==> config.mk <==
export PLATFORM = sky130hd
export DESIGN_NAME = tchc_ram
export DESIGN_NICKNAME = d
export VERILOG_FILES = /design/src/tchc_ram.sv
export SDC_FILE = /design/constraint.sdc
export NUM_CORES = 1
export LEC_CHECK = 0
export BUFFER_PORTS_ARGS = -buffer_cell sky130_fd_sc_hd__buf_4
export CORE_ASPECT_RATIO = 1.4
export CORE_MARGIN = 3
export CORE_UTILIZATION = 36
export DETAILED_ROUTE_END_ITERATION = 10
export PLACE_DENSITY_LB_ADDON = 0.05
export SKIP_CTS_REPAIR_TIMING = 1
export SLEW_MARGIN = 20
export SYNTH_ARGS = -nofsm -noshare
export SYNTH_HDL_FRONTEND = slang
export SYNTH_SLANG_ARGS = --single-unit
export TNS_END_PERCENT = 50
==> constraint.sdc <==
create_clock -name clk -period 3.35 [get_ports clk]
set_input_delay 0.335 -clock clk [delete_from_list [all_inputs] [get_ports clk]]
set_output_delay 0.335 -clock clk [all_outputs]
set_load 0.05 [all_outputs]
==> src/tchc_ram.sv <==
// generic single-port ram with registered read
module tchc_ram #(
	parameter int W = 8,
	parameter int D = 16
) (
	input  logic                 clk,
	input  logic                 we,
	input  logic [$clog2(D)-1:0] addr,
	input  logic [W-1:0]         wdata,
	output logic [W-1:0]         rdata
);
	logic [W-1:0] mem [D];

	always_ff @(posedge clk) begin
		if (we) begin
			mem[addr] <= wdata;
		end
		rdata <= mem[addr];
	end
endmodule

==> metrics.txt <==
worst reg2reg path depth 3; Crit Reg-Reg Startpoint mem[2][2]$_DFFE_PP_; clk slew on worst S/H paths 60 ps; post-synth top area share 75.9%; commonest non-fill, non-tap cell in the layout edfxtp_1; total track usage 14.9%; multi-input logic area 1000 sq um; ANT cells 0; slowest stage delay, CP 640 ps; RSZ-0062 raised after global routing no; Initial DRC Count 165; layout cell share with drive strength beyond 1 32.5%; crit path buf inv count 1; Critical Path, Cell by Cell buf_4 > nand2b_1 > nor2_1; die height 146 um; Final Setup Violations 0; slew margin rel. 43.8%; vias in the first global route 2612; CTS tree yes; placed wire-length estimate 7.02 mm; drt pass-1 iters 4; met2 Use GR 25.5%; DR DRC count 0; met3 track utilization from global routing 3.94%; Worst Setup SP addr[0]; Netlist cell types 18; most frequent cells in the layout edfxtp_1 (128), mux4_2 (32), buf_4 (26), clkbuf_16 (17), a22oi_1 (16); clk_skew 8.21 ps; peak supply drop 374 uV; Critical R2R Capture rdata[2]$_DFF_P_; cell taking the most area after synthesis edfxtp_1; Max Clock Freq 0.567 GHz; Skew-Pair Late Insertion Delay 410 ps; Top delay family on crit path simple AND/OR/NAND/NOR gates; drt total wl 10.8 mm; period utilization 52.7%; flop2flop setup slack 2010 ps; top cells by area, synth edfxtp_1 (76%), mux4_2 (14%), dfxtp_1 (3.2%); status complete, no violations; gp weighted congestion 0.686; Max FO, Critical Path 39; Syn Nets 244; CTS Sinks 136; kind of critical path in -> reg; Filler Cell Count 1199; Initial Util 37.3%; drt via density 5.03; vias 2308; CTS buffer count 17; routed length per instance 23.4 um; Antenna Violating Nets Remaining 0; P per Cell Area 667 nW/um^2; most used routing layer met2; Worst Hold Class in -> reg; Worst Tran Pin Value 837 ps; die area 15600 sq um; final core occ 44.5%; average size of a mapped cell 22.0 sq um; Slowest cell on crit path nor2_1; GR Util met1 17.8%; layout net count 278; crit path DAT 1800 ps; total gr overflow 0; max cap viols 0; Slew Viols, Final 0; crit end category flip-flop; hold depth 1; port buffer count 21; Layout area overhead 19.1%; Clock Root Buffer clkbuf_16; Synth Register Bits 136; initial antenna violation count 0; CP required 3390 ps; register area 4000 sq um; min Tclk post-route 1760 ps; sequential element share of the synthesized area 79.0%; first-pass GRT wire length 16.2 mm; setup TNS 0 ps; H-tree Lvls 4; Worst Setup EP mem[9][3]$_DFFE_PP_; die width 106 um; CP Depth 3; leak pwr 1.94 nW; Final Hold Fails 0; largest net degree at the start of global routing 40; core area 13600 sq um; IO Pins 22; Synth warnings 0; Mapped Cells 230; maximum buffer depth of the clock tree 2; critical path launch point type input pin; number of rows created at floorplan 50; synthesized area 5070 sq um
[cells by family (layout without fill, tap and decap cells)]
| logic type | count (synthesis) | in the layout | share of synthesized area (%) |
|---|---|---|---|
| flip-flops | 136 | 136 | 79.0 |
| AND/OR/NAND/NOR | 35 | 35 | 3.21 |
| multiplexers | 32 | 32 | 14.2 |
| AO/OA/AOI/OAI | 16 | 16 | 2.37 |
| buffers and inverters | 11 | 58 | 1.19 |
[cells in the mapped netlist]
cell,count
clkbuf_2,1
nand2b_1,2
buf_6,2
a22oi_1,16
nand2_1,9
mux4_2,32
or3b_2,1
nor2_1,13
nand3b_1,2
and2_1,1
buf_1,4
nor2b_1,2
dfxtp_1,8
clkbuf_1,2
nor3_1,4
nand3_1,1
buf_2,2
edfxtp_1,128
[registers in the layout (all words and copies together), names as in the netlist]
| signal | count |
|---|---|
| mem | 128 |
| rdata | 8 |
[where the power goes]
group / leakage (nW) / internal (W) / total, W / switching (W)
Sequential: 1.22 / 0.00190 / 0.00192 / 0.0000123
Clock: 0.280 / 0.00120 / 0.00189 / 0.000687
Combinational: 0.437 / 0.0000798 / 0.000219 / 0.000140
Total: 1.94 / 0.00319 / 0.00403 / 0.000839
[layer usage]
metal / vias to the layer above / part of all wire, %
met5: - / 0
met4: 0 / 1.6
met3: 11 / 2.9
met2: 60 / 55
met1: 1205 / 40
li1: 1032 / -
[stage by stage]
step	power, W	worst slack (ps)	area [sq um]	cells	hold slack, ps
CTS	0.00407	1520	6040	459	259
global placement	0.00218	1100	5430	427	666
global route	0.00417	1380	6040	459	268
detailed placement	0.00218	1080	5430	427	665
floorplan	0.00208	1520	5070	230	434
finish	0.00403	1590	6040	459	268
[worst min path at each step]
stage,startpoint,to
detailed placement,mem[15][7]$_DFFE_PP_,rdata[7]$_DFF_P_
CTS,wdata[6],mem[12][6]$_DFFE_PP_
global placement,mem[15][7]$_DFFE_PP_,rdata[7]$_DFF_P_
floorplan,wdata[0],mem[0][0]$_DFFE_PP_
finish,wdata[5],mem[4][5]$_DFFE_PP_
global route,wdata[5],mem[4][5]$_DFFE_PP_
[cell type report]
type,instances,share of cell area [%]
Tap cell,182,3.77
Clock inverter,12,2.49
Timing Repair Buffer,26,3.23
Sequential cell,136,66.3
Clock buffer,20,7.56
Multi-Input combinational cell,83,16.6
(Power assumes the default switching activity.)
